$ cat config.mk
export PLATFORM = sky130hd
export DESIGN_NAME = dsos_hist
export DESIGN_NICKNAME = d
export VERILOG_FILES = /design/src/hw/rtl/dsos_pkg.sv /design/src/hw/rtl/dsos_hist.sv
export SDC_FILE = /design/constraint.sdc
export NUM_CORES = 2
export LEC_CHECK = 0
export ABC_AREA = 1
export BUFFER_PORTS_ARGS = -buffer_cell sky130_fd_sc_hd__buf_2
export CORE_MARGIN = 3
export CORE_UTILIZATION = 41
export CTS_CLUSTER_DIAMETER = 100
export DETAILED_ROUTE_END_ITERATION = 16
export PLACE_DENSITY = 0.68
export SLEW_MARGIN = 0
export SYNTH_ARGS = -nofsm -noshare
export SYNTH_HDL_FRONTEND = slang
export SYNTH_SLANG_ARGS = --single-unit
$ cat constraint.sdc
create_clock -name clk -period 7.8 [get_ports clk]
set_input_delay 1.95 -clock clk [delete_from_list [all_inputs] [get_ports clk]]
set_output_delay 1.95 -clock clk [all_outputs]
set_load 0.02 [all_outputs]
$ cat src/hw/rtl/dsos_pkg.sv
// Shared constants, register codes and types for the damped second-order smoother.
// No dependencies; compile first.
`timescale 1ns / 1ps

package dsos_pkg;

	// Default sizes, handed to the top-level parameters
	localparam int MAX_CHANNELS_DEF   = 64;
	localparam int SAMPLE_BITS_DEF    = 16;
	localparam int COEF_FRAC_BITS_DEF = 16;

	// Configuration register indexes
	localparam int CFG_IDX_W = 2;
	localparam logic [CFG_IDX_W-1:0] CFG_ALPHA   = 2'd0;
	localparam logic [CFG_IDX_W-1:0] CFG_BETA    = 2'd1;
	localparam logic [CFG_IDX_W-1:0] CFG_CHCOUNT = 2'd2;

	// Channel count register and channel field
	localparam int CHCNT_W = 7;
	localparam logic [CHCNT_W-1:0] CHCNT_RESET = 7'd64;
	localparam int CHAN_W = 6;

	// Warm-up phase codes
	localparam int WARM_W = 2;
	localparam logic [WARM_W-1:0] WARM_FILL_OLD = 2'd0;
	localparam logic [WARM_W-1:0] WARM_FILL_REC = 2'd1;
	localparam logic [WARM_W-1:0] WARM_DONE     = 2'd2;

	// Result buffer depth (covers the words in flight)
	localparam int OUT_DEPTH = 4;

	// History write enables
	typedef struct packed {
		logic old_we;
		logic rec_we;
	} hist_we_t;

endpackage

$ cat src/hw/rtl/dsos_hist.sv
// Per-channel history store: older and recent output memories, registered read.
// Depends on dsos_pkg (hist_we_t).
`timescale 1ns / 1ps

module dsos_hist import dsos_pkg::*; #(
	parameter int DEPTH = MAX_CHANNELS_DEF,
	parameter int AW    = 6,
	parameter int DW    = SAMPLE_BITS_DEF
) (
	input  logic          clk,
	input  logic [AW-1:0] rd_addr,
	output logic [DW-1:0] rd_old,
	output logic [DW-1:0] rd_rec,
	input  hist_we_t      wr_en,
	input  logic [AW-1:0] wr_addr,
	input  logic [DW-1:0] wr_old,
	input  logic [DW-1:0] wr_rec
);

	logic [DW-1:0] old_mem [DEPTH];
	logic [DW-1:0] rec_mem [DEPTH];

	// Read old contents on a same-address write; forwarding sits upstream
	always_ff @(posedge clk) begin
		rd_old <= old_mem[rd_addr];
		rd_rec <= rec_mem[rd_addr];
		if (wr_en.old_we) begin
			old_mem[wr_addr] <= wr_old;
		end
		if (wr_en.rec_we) begin
			rec_mem[wr_addr] <= wr_rec;
		end
	end

endmodule

==> run metrics <==
crit end category flip-flop; slowest stage delay, CP about 0.62 ns; GRT Total Usage 0.2165; first-pass GRT wire length roughly 340,000 um; Area Growth Syn to Fin 12.10%; Inserted Clock Buffers 193; Antenna Nets Post-Route 0; total negative slack 0 ns; main flop type after synthesis edfxtp_1; detailed-router iteration count before antenna repair 8; initial antenna violation count 23; hold buffer count at CTS 0; Final min period 4.463 ns; Post-DP HPWL 123,400 um; die width between 400 and 500 um; final wirelength 232,100 um; vias between 50,000 and 60,000; setup repair bufs after CTS 0; R2R Path Start rec_mem[16][5]; R2R setup slack 6.10 ns; worst-case clock buffer depth 3; PostCTS Resize Cnt 0; CP Capture Point rd_old[12]; Crit path required time between 8 and 9 ns; Die Height 456.5 um; syn_area_per_cell about 12 sq um; vias in the first global route 52,310; H-tree levels 4; status finished, final reports clean; worst setup path start rd_addr[0]; Worst setup SP type input port; CTS Sinks 2,080; mapped cell area around 83,000 sq um; IO buf count 78; top post-synthesis cells by area edfxtp_1, nand3_1, nand2_1; worst relative slew slack 0.09006; cell count after synthesis 6,868; slowest cell on the critical path buf_4; Final Hold Fails 0; worst skew pair latency 0.86 ns; routability congestion estimate 0.8351; Yosys warning total 0; largest net degree at the start of global routing 189; R2R cell count 8; RSZ-0062 raised after global routing no; initial drt markers 7,793; DRC 0; share of layout cells above drive strength 1 0.09899; CP Class in -> reg; I/O pins slightly below 80; initial core utilization 0.4146; async set-or-reset flop fraction in the synthesized netlist 0; Yosys top cell area share 0.7391; CTS tree yes; worst vdd ir approximately 0.26 mV; Crit path arrival time 5.24 ns; syn_nets around 6,900; die area ~210,000 sq um; leading area contributor after synthesis edfxtp_1; Distinct cells, synth 15; most frequent cell after synthesis nand2_1; Slew Viols, Final 0; fmax 224.0 MHz; Core Area 200,700 sq um; Pleak 32.46 nW; FF+latch count, synth 2,080; row cnt 164; final net count 6,927; Post-synth EDFFs approximately 2,000; post-synthesis sequential area ratio 0.7468; drt via density 5.694; MaxCap Viol Count 0; Tcrit/Tclk final 0.5722; measured slew at the worst slew-check pin 1.363 ns; crit-path cells buf_8, buf_4, buf_12, nand2_1, nand3_1, nand3_1, nand3_1, nand3_1, nand2_1, nand2_1, nand2_1; Commonest cells post-synth nand2_1, edfxtp_1, nand3_1, buf_2, nor3_1; CP max FO 154; Crit Reg-Reg Endpoint rd_rec[5]; HP Class reg -> reg; drt wl/cell roughly 24 um; Final Power 23.14 mW; global route overflow 0; Fin Clk Skew 0.03256 ns; Power Dens Cells 248.1 nW/um^2; Clock transition at path regs 0.06 ns; CTS Root Cell clkbuf_16; Setup Viol. Count Final 0
==> per-stage QoR <==
| step | util | worst slack, ns | instances | hold slack (ns) | instance area [sq um] |
|---|---|---|---|---|---|
| final | 0.4648 | 3.337 | 9717 | 0.7925 | 93280 |
| after floorplan | - | 3.593 | 6868 | 0.7214 | 83210 |
| after CTS | 0.4646 | 3.546 | 9697 | 0.7957 | 93230 |
| after global placement | 0.4339 | 2.648 | 9341 | 0.7635 | 87070 |
| after detailed placement | 0.4339 | 2.646 | 9341 | 0.7850 | 87070 |
| after global routing | 0.4647 | 3.319 | 9708 | 0.8543 | 93260 |
==> worst max-delay path, delay by kind of cell <==
kind	cells	cell delay, ns
buf+inv	3	1.69
simple gates	8	1.10
==> how the worst min path moves through the flow <==
stage                          from    endpoint  slack (ns)  depth (start not counted)
finish               old_mem[42][2]   rd_old[2]        0.79                          8
global route        old_mem[40][15]  rd_old[15]        0.85                          8
CTS                 old_mem[40][15]  rd_old[15]        0.80                          8
detailed placement  old_mem[40][14]  rd_old[14]        0.79                          8
global placement     old_mem[42][9]   rd_old[9]        0.76                          8
floorplan            old_mem[50][0]   rd_old[0]        0.72                          8
==> state kept, by name, summed over array words and instances (netlist names) <==
register  flops
old_mem    1024
rec_mem    1024
rd_old       16
rd_rec       16
==> cell families (layout without fill, tap and decap cells) <==
group         after synthesis  after routing  share of synthesized area
simple gates             4301           4301                     0.2245
buf+inv                   487            660                    0.02870
other cells                 0             20                          0
flops                    2080           2080                     0.7468
==> routing by layer <==
layer / up-vias / track usage / part of all wire
li1: 24500 / - / -
met3: 478 / 0.03674 / 0.098
met2: 3086 / 0.3380 / 0.46
met1: 27260 / 0.2981 / 0.39
met5: - / 0 / 0.000095
met4: 4 / 0.09827 / 0.046
==> cell usage in the layout (no fill, tap or decap), drive strengths merged <==
cell type / Yosys / routed
buf: 361 / 286
bufinv: 0 / 13
clkbuf: 108 / 244
clkinv: 0 / 81
clkinvlp: 0 / 6
dfxtp: 32 / 32
diode: 0 / 20
edfxtp: 2048 / 2048
inv: 18 / 30
nand2: 2257 / 2257
nand3: 1908 / 1908
nand3b: 2 / 2
nor2: 18 / 18
nor3: 116 / 116
==> area by class of cell <==
| cell class | instances | area, sq um |
|---|---|---|
| Inverter | 18 | 103.9 |
| Clock buffer | 244 | 5112 |
| Antenna cell | 20 | 50.05 |
| Timing Repair Buffer | 286 | 2226 |
| Sequential cell | 2080 | 62140 |
| Tap cell | 2656 | 3323 |
| Clock inverter | 112 | 1054 |
| Fill cell | 17430 | 107400 |
| Multi-Input combinational cell | 4301 | 19270 |
==> where the power goes <==
part           internal (mW)  leakage, nW  switching (mW)  total [mW]
Sequential              12.4         18.7          0.0621        12.4
Clock                   5.11         3.01            4.15        9.25
Combinational          0.330         10.8            1.12        1.46
(Power assumes the default switching activity.)
