`config.mk`:
```
export PLATFORM = sky130hd
export DESIGN_NAME = dsos_out_fifo
export DESIGN_NICKNAME = d
export VERILOG_FILES = /design/src/hw/rtl/dsos_pkg.sv /design/src/hw/rtl/dsos_out_fifo.sv
export SDC_FILE = /design/constraint.sdc
export NUM_CORES = 1
export LEC_CHECK = 0
export BUFFER_PORTS_ARGS = -buffer_cell sky130_fd_sc_hd__buf_4
export CAP_MARGIN = 10
export CORE_UTILIZATION = 45
export DETAILED_ROUTE_END_ITERATION = 10
export PLACE_DENSITY = 0.71
export SLEW_MARGIN = 40
export SYNTH_ARGS = -nofsm -noshare
export SYNTH_HDL_FRONTEND = slang
export SYNTH_SLANG_ARGS = --single-unit
```
`constraint.sdc`:
```
create_clock -name clk -period 1.5 [get_ports clk]
set_input_delay 0.3 -clock clk [delete_from_list [all_inputs] [get_ports clk]]
set_output_delay 0.3 -clock clk [all_outputs]
set_load 0.01 [all_outputs]
```
`src/hw/rtl/dsos_pkg.sv`:
```
// Shared constants, register codes and types for the damped second-order smoother.
// No dependencies; compile first.
`timescale 1ns / 1ps

package dsos_pkg;

	// Default sizes, handed to the top-level parameters
	localparam int MAX_CHANNELS_DEF   = 64;
	localparam int SAMPLE_BITS_DEF    = 16;
	localparam int COEF_FRAC_BITS_DEF = 16;

	// Configuration register indexes
	localparam int CFG_IDX_W = 2;
	localparam logic [CFG_IDX_W-1:0] CFG_ALPHA   = 2'd0;
	localparam logic [CFG_IDX_W-1:0] CFG_BETA    = 2'd1;
	localparam logic [CFG_IDX_W-1:0] CFG_CHCOUNT = 2'd2;

	// Channel count register and channel field
	localparam int CHCNT_W = 7;
	localparam logic [CHCNT_W-1:0] CHCNT_RESET = 7'd64;
	localparam int CHAN_W = 6;

	// Warm-up phase codes
	localparam int WARM_W = 2;
	localparam logic [WARM_W-1:0] WARM_FILL_OLD = 2'd0;
	localparam logic [WARM_W-1:0] WARM_FILL_REC = 2'd1;
	localparam logic [WARM_W-1:0] WARM_DONE     = 2'd2;

	// Result buffer depth (covers the words in flight)
	localparam int OUT_DEPTH = 4;

	// History write enables
	typedef struct packed {
		logic old_we;
		logic rec_we;
	} hist_we_t;

endpackage

```
`src/hw/rtl/dsos_out_fifo.sv`:
```
// Result buffer between the pipeline and the output handshake.
// Depends on dsos_pkg for the default depth.
`timescale 1ns / 1ps

module dsos_out_fifo import dsos_pkg::*; #(
	parameter int W     = 24,
	parameter int DEPTH = OUT_DEPTH
) (
	input  logic                       clk,
	input  logic                       arst_n,
	input  logic                       push,
	input  logic [W-1:0]               push_data,
	input  logic                       pop,
	output logic                       head_valid,
	output logic [W-1:0]               head_data,
	output logic [$clog2(DEPTH+1)-1:0] count
);

	localparam int AW = (DEPTH > 1) ? $clog2(DEPTH) : 1;
	localparam int CW = $clog2(DEPTH + 1);

	logic [W-1:0]  buf_q [DEPTH];
	logic [AW-1:0] wr_ptr_q;
	logic [AW-1:0] rd_ptr_q;
	logic [CW-1:0] cnt_q;

	// Advance a pointer with wrap at the depth
	function automatic logic [AW-1:0] ptr_next(input logic [AW-1:0] p);
		logic [AW-1:0] r;
		if (p == AW'(DEPTH - 1)) begin
			r = '0;
		end else begin
			r = p + AW'(1);
		end
		return r;
	endfunction

	always_ff @(posedge clk) begin
		if (push) begin
			buf_q[wr_ptr_q] <= push_data;
		end
	end

	always_ff @(posedge clk or negedge arst_n) begin
		if (!arst_n) begin
			wr_ptr_q <= '0;
			rd_ptr_q <= '0;
			cnt_q    <= '0;
		end else begin
			if (push) begin
				wr_ptr_q <= ptr_next(wr_ptr_q);
			end
			if (pop) begin
				rd_ptr_q <= ptr_next(rd_ptr_q);
			end
			if (push && !pop) begin
				cnt_q <= cnt_q + CW'(1);
			end else if (pop && !push) begin
				cnt_q <= cnt_q - CW'(1);
			end
		end
	end

	assign head_valid = (cnt_q != '0);
	assign head_data  = buf_q[rd_ptr_q];
	assign count      = cnt_q;

endmodule

```
==> metrics <==
status finished, violations left; failing checks negative setup slack; Reg2Reg Capture Point count[2]; final clock skew 0.0114 ns; Root Buffer clkbuf_8; min Tclk post-route 1.94 ns; diode count 0; global route overflow 0; dpl hpwl 4090 um; Synthesis Warnings 0; DRC 0; CTS buffer count 9; Fill cells 646; register area 0.00306 sq mm; FP Rows 33; cell accounting for the most synthesized area edfxtp_1; Vias per Instance 5.13; Pleak 1.74 nW; hold crit path type in2reg; final wirelength 6370 um; register area share after synthesis 0.781; die area 0.00908 sq mm; clock transition at the registers of the reported paths 0.10 ns; min-delay src push_data[19]; gpl congestion 0.666; Worst VDD drop 972 uV; H-tree depth 3; clock latency on the worst-skew pair 0.37 ns; CTS tree done; hold path cells 1; GRT Total Usage 0.159; final worst path period share 1.29; Avg WL per Cell 18.1 um; final net count 277; DRT Pass-1 Iters 4; Reg2Reg Launch Point count[0]; worst-path maximum fanout 13; Yosys top cell area share 0.736; Critical Path AT 1.64 ns; Gate Count Post-Synth 162; hold endpoint buf_q[2][19]; Clock Path Buffers 2; largest net degree at the start of global routing 25; port buffer count 55; first-pass GRT wire length 9910 um; area occupied by multi-input gates 771 sq um; Tightest Pin Transition 0.379 ns; #FFs+latches synth 103; unrepaired setup endpoints after global routing true; Area growth, synth to finish 24.9%; commonest non-fill, non-tap cell in the layout edfxtp_1; critical path class reg2out; 1st-iter DRT viols 59; FF-to-FF path depth 5; Hold WS 0.121 ns; synth top area cells edfxtp_1, mux4_2, dfrtp_1; final setup fails 25; Mapped Area 0.00392 sq mm; Max Slew Vio Count 0; CTS Sinks 103; layout cells sized above 1 0.506; pwr dens 1830 mW/mm^2; synthesized area per cell 24.2 sq um; die height 95.3 um; worst reg2reg setup slack 0.05 ns; critical path data required time 1.20 ns; Crit. End Element primary output; initial antenna violation count 0; Die Width 95.3 um; Syn Nets 197; met1 usage 0.202; met2 Resource Use GR 0.255; vias in the first global route 1887; routed via count 1806; worst slack at placement -0.109 ns; setup ws final -0.438 ns; Synth cell types 18; Worst setup SP type flop; area of the core 0.00834 sq mm; commonest non-fill, non-tap cells in the layout edfxtp_1, buf_4, buf_6; Antenna Violating Nets Remaining 0; Hold Vio Cnt, Final 0; busiest layer in global routing met2; Max-slew headroom 0.747; global-route met3 utilization 0.0415; # IOs 56; max capacitance violation total 0; FMAX 516 MHz; Initial Util 0.470
[power breakdown]
| part | leakage [nW] | switching, mW | internal [mW] |
|---|---|---|---|
| logic | 0.695 | 1.47 | 2.03 |
| registers | 0.963 | 0.173 | 3.71 |
| clock network | 0.0827 | 0.938 | 0.617 |
| total | 1.74 | 2.58 | 6.36 |
[routing by layer]
layer,part of all wire,vias up
met2,0.48,48
met5,0,-
met3,0.051,9
li1,-,824
met1,0.44,925
met4,0.020,0
[worst max path at each step]
stage                start             to  slack [ns]  depth (start not counted)
6_report       rd_ptr_q[0]   head_data[6]       -0.44                          3
5_1_grt        rd_ptr_q[0]   head_data[1]       -0.51                          3
4_1_cts        rd_ptr_q[0]   head_data[0]       -0.47                          3
3_5_place_dp   rd_ptr_q[0]  head_data[20]       -0.11                          3
3_3_place_gp   rd_ptr_q[0]  head_data[21]       -0.09                          3
2_1_floorplan  rd_ptr_q[0]   head_data[0]        0.03                          3
[layout make-up]
cell class | instances | area share
tap | 105 | 0.0268
timing repair buffer | 75 | 0.151
clock inverter | 7 | 0.0110
clock buffer | 9 | 0.0253
inverter | 4 | 0.00307
multi-input combinational | 49 | 0.158
sequential | 103 | 0.625
[worst max-delay path, cell delays in order, from the launching register on]
cell and delay, ns:
dfrtp_2 0.42, buf_12 0.18, mux4_2 0.54, buf_6 0.14
[registers in the layout, summed over array words and instances, names as in the netlist]
signal	flops
wr_ptr_q	2
rd_ptr_q	2
count	3
buf_q	96
[synth_stat cells (all sizes together)]
cell type	n
edfxtp	96
xnor2	1
mux2	3
fa	1
nand2	2
buf	6
ha	6
and2	4
or3	1
inv	4
xor2	2
mux4	24
o21ai	2
dfrtp	7
nor2	3
[cells by family (layout without fill, tap and decap cells)]
| logic type | Yosys count | after routing | share of synthesized area |
|---|---|---|---|
| buf+inv | 10 | 95 | 0.0208 |
| mux | 27 | 27 | 0.152 |
| flops | 103 | 103 | 0.781 |
| xor+xnor | 3 | 3 | 0.00671 |
| simple gates | 10 | 10 | 0.0128 |
| compound gates | 2 | 2 | 0.00256 |
| fa+ha+maj | 7 | 7 | 0.0243 |
[through the flow]
| step | std cells | utilization | cell area [sq um] | total power, mW | setup TNS [ns] |
|---|---|---|---|---|---|
| 3_3_place_gp | 331 | 0.550 | 4590 | 6.95 | -1.18 |
| 5_1_grt | 352 | 0.587 | 4890 | 9.42 | -11.87 |
| 4_1_cts | 351 | 0.584 | 4870 | 8.99 | -10.86 |
| 6_report | 352 | 0.587 | 4890 | 8.94 | -10.12 |
| 3_5_place_dp | 331 | 0.550 | 4590 | 7.03 | -1.78 |
| 2_1_floorplan | 162 | - | 3920 | 5.67 | 0 |
[timing repair]
item | 4_1_cts | 5_1_grt
buffers inserted | 3 | 1
pin swaps | 1 | 2
endpoints found under the setup margin | 49 | 43
endpoints found under the hold margin | 7 | 0
gates resized for setup | 32 | 5
hold buffers | 1 | 0
Power figures use the tool's default switching activity.
