===== config.mk =====
export PLATFORM = sky130hd
export DESIGN_NAME = dsos_datapath
export DESIGN_NICKNAME = d
export VERILOG_FILES = /design/src/hw/rtl/dsos_pkg.sv /design/src/hw/rtl/dsos_datapath.sv
export SDC_FILE = /design/constraint.sdc
export NUM_CORES = 2
export LEC_CHECK = 0
export ABC_CLOCK_PERIOD_IN_PS = 7490
export BUFFER_PORTS_ARGS = -buffer_cell sky130_fd_sc_hd__buf_2
export CAP_MARGIN = 20
export CELL_PAD_IN_SITES_DETAIL_PLACEMENT = 2
export CELL_PAD_IN_SITES_GLOBAL_PLACEMENT = 2
export CORE_MARGIN = 4
export CORE_UTILIZATION = 42
export DETAILED_ROUTE_END_ITERATION = 10
export PLACE_DENSITY = 0.95
export REMOVE_ABC_BUFFERS = 1
export SYNTH_ARGS = -nofsm -noshare
export SYNTH_HDL_FRONTEND = slang
export SYNTH_SLANG_ARGS = --single-unit

===== constraint.sdc =====
create_clock -name clk -period 7.49 [get_ports clk]
set_input_delay 0.749 -clock clk [delete_from_list [all_inputs] [get_ports clk]]
set_output_delay 0.749 -clock clk [all_outputs]
set_load 0.05 [all_outputs]

===== src/hw/rtl/dsos_pkg.sv =====
// Shared constants, register codes and types for the damped second-order smoother.
// No dependencies; compile first.
`timescale 1ns / 1ps

package dsos_pkg;

	// Default sizes, handed to the top-level parameters
	localparam int MAX_CHANNELS_DEF   = 64;
	localparam int SAMPLE_BITS_DEF    = 16;
	localparam int COEF_FRAC_BITS_DEF = 16;

	// Configuration register indexes
	localparam int CFG_IDX_W = 2;
	localparam logic [CFG_IDX_W-1:0] CFG_ALPHA   = 2'd0;
	localparam logic [CFG_IDX_W-1:0] CFG_BETA    = 2'd1;
	localparam logic [CFG_IDX_W-1:0] CFG_CHCOUNT = 2'd2;

	// Channel count register and channel field
	localparam int CHCNT_W = 7;
	localparam logic [CHCNT_W-1:0] CHCNT_RESET = 7'd64;
	localparam int CHAN_W = 6;

	// Warm-up phase codes
	localparam int WARM_W = 2;
	localparam logic [WARM_W-1:0] WARM_FILL_OLD = 2'd0;
	localparam logic [WARM_W-1:0] WARM_FILL_REC = 2'd1;
	localparam logic [WARM_W-1:0] WARM_DONE     = 2'd2;

	// Result buffer depth (covers the words in flight)
	localparam int OUT_DEPTH = 4;

	// History write enables
	typedef struct packed {
		logic old_we;
		logic rec_we;
	} hist_we_t;

endpackage


===== src/hw/rtl/dsos_datapath.sv =====
// Filter arithmetic: three products registered, then sum, round and saturate.
// Depends on dsos_pkg for default sizes.
`timescale 1ns / 1ps

module dsos_datapath import dsos_pkg::*; #(
	parameter int SAMPLE_BITS    = SAMPLE_BITS_DEF,
	parameter int COEF_FRAC_BITS = COEF_FRAC_BITS_DEF
) (
	input  logic                             clk,
	input  logic signed [SAMPLE_BITS-1:0]    x_s1,
	input  logic signed [SAMPLE_BITS-1:0]    y1_s1,
	input  logic signed [SAMPLE_BITS-1:0]    y2_s1,
	input  logic        [COEF_FRAC_BITS:0]   coef_a,
	input  logic        [COEF_FRAC_BITS+1:0] coef_c1,
	input  logic signed [COEF_FRAC_BITS+1:0] coef_c2,
	output logic signed [SAMPLE_BITS-1:0]    y_s2
);

	localparam int S     = SAMPLE_BITS;
	localparam int F     = COEF_FRAC_BITS;
	localparam int ACC_W = F + S + 3;
	localparam int Q_W   = S + 3;

	localparam logic signed [ACC_W-1:0] HALF = ACC_W'(1) << (F - 1);
	localparam logic signed [Q_W-1:0]   QMAX = $signed({4'b0000, {(S-1){1'b1}}});
	localparam logic signed [Q_W-1:0]   QMIN = $signed({4'b1111, {(S-1){1'b0}}});
	localparam logic signed [S-1:0]     YMAX = $signed({1'b0, {(S-1){1'b1}}});
	localparam logic signed [S-1:0]     YMIN = $signed({1'b1, {(S-1){1'b0}}});

	logic signed [F+S+1:0]  px;
	logic signed [F+S+2:0]  p1;
	logic signed [F+S+1:0]  p2;
	logic signed [F+S+1:0]  px_s2;
	logic signed [F+S+2:0]  p1_s2;
	logic signed [F+S+1:0]  p2_s2;
	logic signed [ACC_W-1:0] acc;
	logic signed [Q_W-1:0]   q;

	// Multiply each term by its coefficient
	assign px = $signed({1'b0, coef_a}) * x_s1;
	assign p1 = $signed({1'b0, coef_c1}) * y1_s1;
	assign p2 = coef_c2 * y2_s1;

	always_ff @(posedge clk) begin
		px_s2 <= px;
		p1_s2 <= p1;
		p2_s2 <= p2;
	end

	// Sum with half an LSB, then floor shift: round to nearest, ties up
	assign acc = ACC_W'(px_s2) + ACC_W'(p1_s2) + ACC_W'(p2_s2) + HALF;
	assign q   = acc[ACC_W-1:F];

	// Clip to the sample range
	always_comb begin
		if (q > QMAX) begin
			y_s2 = YMAX;
		end else if (q < QMIN) begin
			y_s2 = YMIN;
		end else begin
			y_s2 = q[S-1:0];
		end
	end

endmodule


==> impl_metrics.toml <==
[grt]
initial_antenna_violation_count = 2
grt_util_all_layers_pct = 35.9
maximum_number_of_pins_on_one_net_before_global_route_repair = 19
wire_length_of_the_first_global_routing_pass_um = 229000
first_global_vias = 34700
globalRouteOverflowTotal = 0

[routing]
viasPerCell = 5.86
route.antenna.remaining_nets = 0
drt_drc_violations_left = 0
drt_iter0_markers = 1995
routed_wl_um = 154000
via_count = 28100
drt-pass1-iter-count = 5
wl_per_cell_um = 32.1

[final_layout]
fin_cells = 4791
fillers = 8765
drive_above_1_share_pct = 4.37
syn_to_final_growth_pct = 5.63
insertedDiodeCount = 0
nNetsFinal = 4981

[sta]
fin_tns_setup_ns = 0
post-route-min-period_ns = 7.44
relative_max_transition_margin_pct = 33.5
setup-violations-final = 0
timing_max_transition_violations_final = 0
finalHoldViolations = 0
tightest_slew_ns = 0.984
timing.fmax_mhz = 134
post-route-period-util_pct = 99.4

[clock_network]
post-cts-setup-buffers = 0
clock_tree.buffer_depth = 2
path_clk_slew_ns = 0.09
tritoncts.num_buffers = 9
cts_max_level = 3
cts.sink_count = 103
cts_root_buffer = "clkbuf_16"
tritoncts = "built"
ctsHoldBuffers = 0

[synth]
synth_most_common_cell = "inv_1"
syn-instance-count = 3704
synth-main-ff-cell = "dfxtp_1"
ys_async_rst_share_pct = 0
synth.distinct_cells = 62
ys_top_cells_by_count = "inv_1 (849), fa_1 (753), nand2_1 (448), and2_1 (400), ha_1 (400)"
synth_area_um2 = 34000
synth_edf_count = 0
synth.ff_latch_count = 103
synth_largest_area_cell = "fa_1"
post_synth_main_area_contributors = "fa_1 (44%), ha_1 (15%), inv_1 (9.4%), and2_1 (7.4%), dfxtp_1 (6.1%)"
synth_area_per_cell_um2 = 9.18
ys_seq_area_share_pct = 6.06
synthDominantCellAreaShare_pct = 44.3
yosysWarnings = 0

[run_status]
outcome = "complete, no violations"

[setup_path]
path_common_cell = "fa_1"
setup.worst_path.start_class = "input port"
critical_path.slowest_cell = "fa_1"
arrival_ns = 7.72
critical_path_peak_fanout = 18
timing.critical_path.cells = "buf_2 > and2_1 > fa_1 > inv_1 > fa_1 > fa_1 > inv_1 > fa_1 > fa_1 > inv_1 > fa_1 > inv_1 > ha_1 > nand4_1 > nor3_1 > a21oi_1 > o21ai_1 > nand3_1 > a31oi_2 > a21oi_1 > o311ai_1 > xor2_1"
crit_path_capture_type = "flip-flop"
crit_required_ns = 7.77
crit_type = "input port to flip-flop"
critPathMaxStageDelay_ns = 0.60

[floorplan]
chip_width_um = 293
core_um2 = 80400
start_util_pct = 42.3
ioPinCount = 118
floorplan.die_area_um2 = 85600
placementRows = 104
die_ht_um = 293

[worst_hold_path]
hp-class = "input port to flip-flop"
worstHoldPathCells = 2

[placed_design]
dp_cells = 4775
post-dp-hpwl_um = 117000
io_buffer_count = 117
finalWeightedCongestion = 0.849

[job]
max_cap_violations = 0
## critical path, delay by kind of cell
kind / cells / cell delay (ns)
AOI/OAI and AO/OA: 5 / 1.47
xor gates and xnor gates: 1 / 0.27
and+or+nand+nor: 4 / 0.91
adders and majority gates: 7 / 3.71
buffers and inverters: 5 / 0.55
## cell type report
cell class / count / area, µm² / area share [%]
clock buffer: 9 / 225 / 0.627
clock inverter: 7 / 81.3 / 0.226
inverter: 849 / 3190 / 8.87
timing repair buffer: 128 / 688 / 1.92
multi-input combinational: 2635 / 28300 / 78.9
sequential: 103 / 2060 / 5.74
tap: 1060 / 1330 / 3.69
## final timing paths
kind | from | slack (ns) | to
setup / recovery | y2_s1[4] | 0.05 | p2_s2[32]
hold / removal | x_s1[0] | 0.87 | px_s2[0]
## kinds of logic after synthesis
group | Yosys count | synth area share [%]
and+or+nand+nor | 1039 | 15.1
muxes | 2 | 0.0589
adders and majority gates | 1153 | 59.1
xor gates and xnor gates | 115 | 2.96
AOI/OAI and AO/OA | 326 | 6.05
DFF | 103 | 6.06
buffers and inverters | 966 | 10.7
## state kept, by name, summed over array words and instances (netlist names)
signal  flops
p2_s2      34
px_s2      34
p1_s2      35
## layout by cell type (no fill, tap or decap), types with 3 or more instances in the layout
cell and instances:
o211a_1 3, or2_2 4, nand4_1 9, clkbuf_16 9, nor3_1 16, o211ai_1 3, and3_1 4, a211o_1 5
inv_1 849, dfxtp_1 103, nand2b_1 25, buf_2 109, nand3b_1 3, clkbuf_4 7, nor2_1 90, o21a_1 19
buf_4 12, o31ai_1 6, o21ai_1 12, o21bai_1 17, o2111ai_1 3, nand2_1 448, o22ai_1 4, o21ai_0 62
nand3_1 17, a31oi_1 4, and2_1 400, fa_1 753, nor2b_1 10, xor2_1 29, ha_1 400, xnor2_1 86
a211oi_1 6, a21o_1 46, or3_1 7, a21oi_1 105
## through the flow
stage	instance area (µm²)	utilization (%)	hold slack, ns	setup slack [ns]
after floorplan	33600	-	0.871	1.14
after global placement	35500	44.2	1.23	0.596
after detailed placement	35500	44.2	1.24	-0.141
after CTS	35900	44.6	0.876	0.0187
after global routing	35900	44.7	0.881	-0.0145
final	35900	44.7	0.871	0.0461
## what timing repair did
| item | CTS | global route |
|---|---|---|
| endpoints found under the setup margin | 4 | 6 |
| resized for setup | 3 | 14 |
| pin swaps | 0 | 1 |
## routing by layer
metal | routed length (µm) | share of wire (%) | global-route usage (%)
met5 | 0 | 0 | 0
met4 | 13800 | 9.0 | 25.7
met3 | 8410 | 5.5 | 5.19
met2 | 77700 | 51 | 64.1
met1 | 53700 | 35 | 38.9
Power is left out: the tool's default activity adds up to more than one toggle a clock period on the data nets, which glitch-free logic cannot reach.
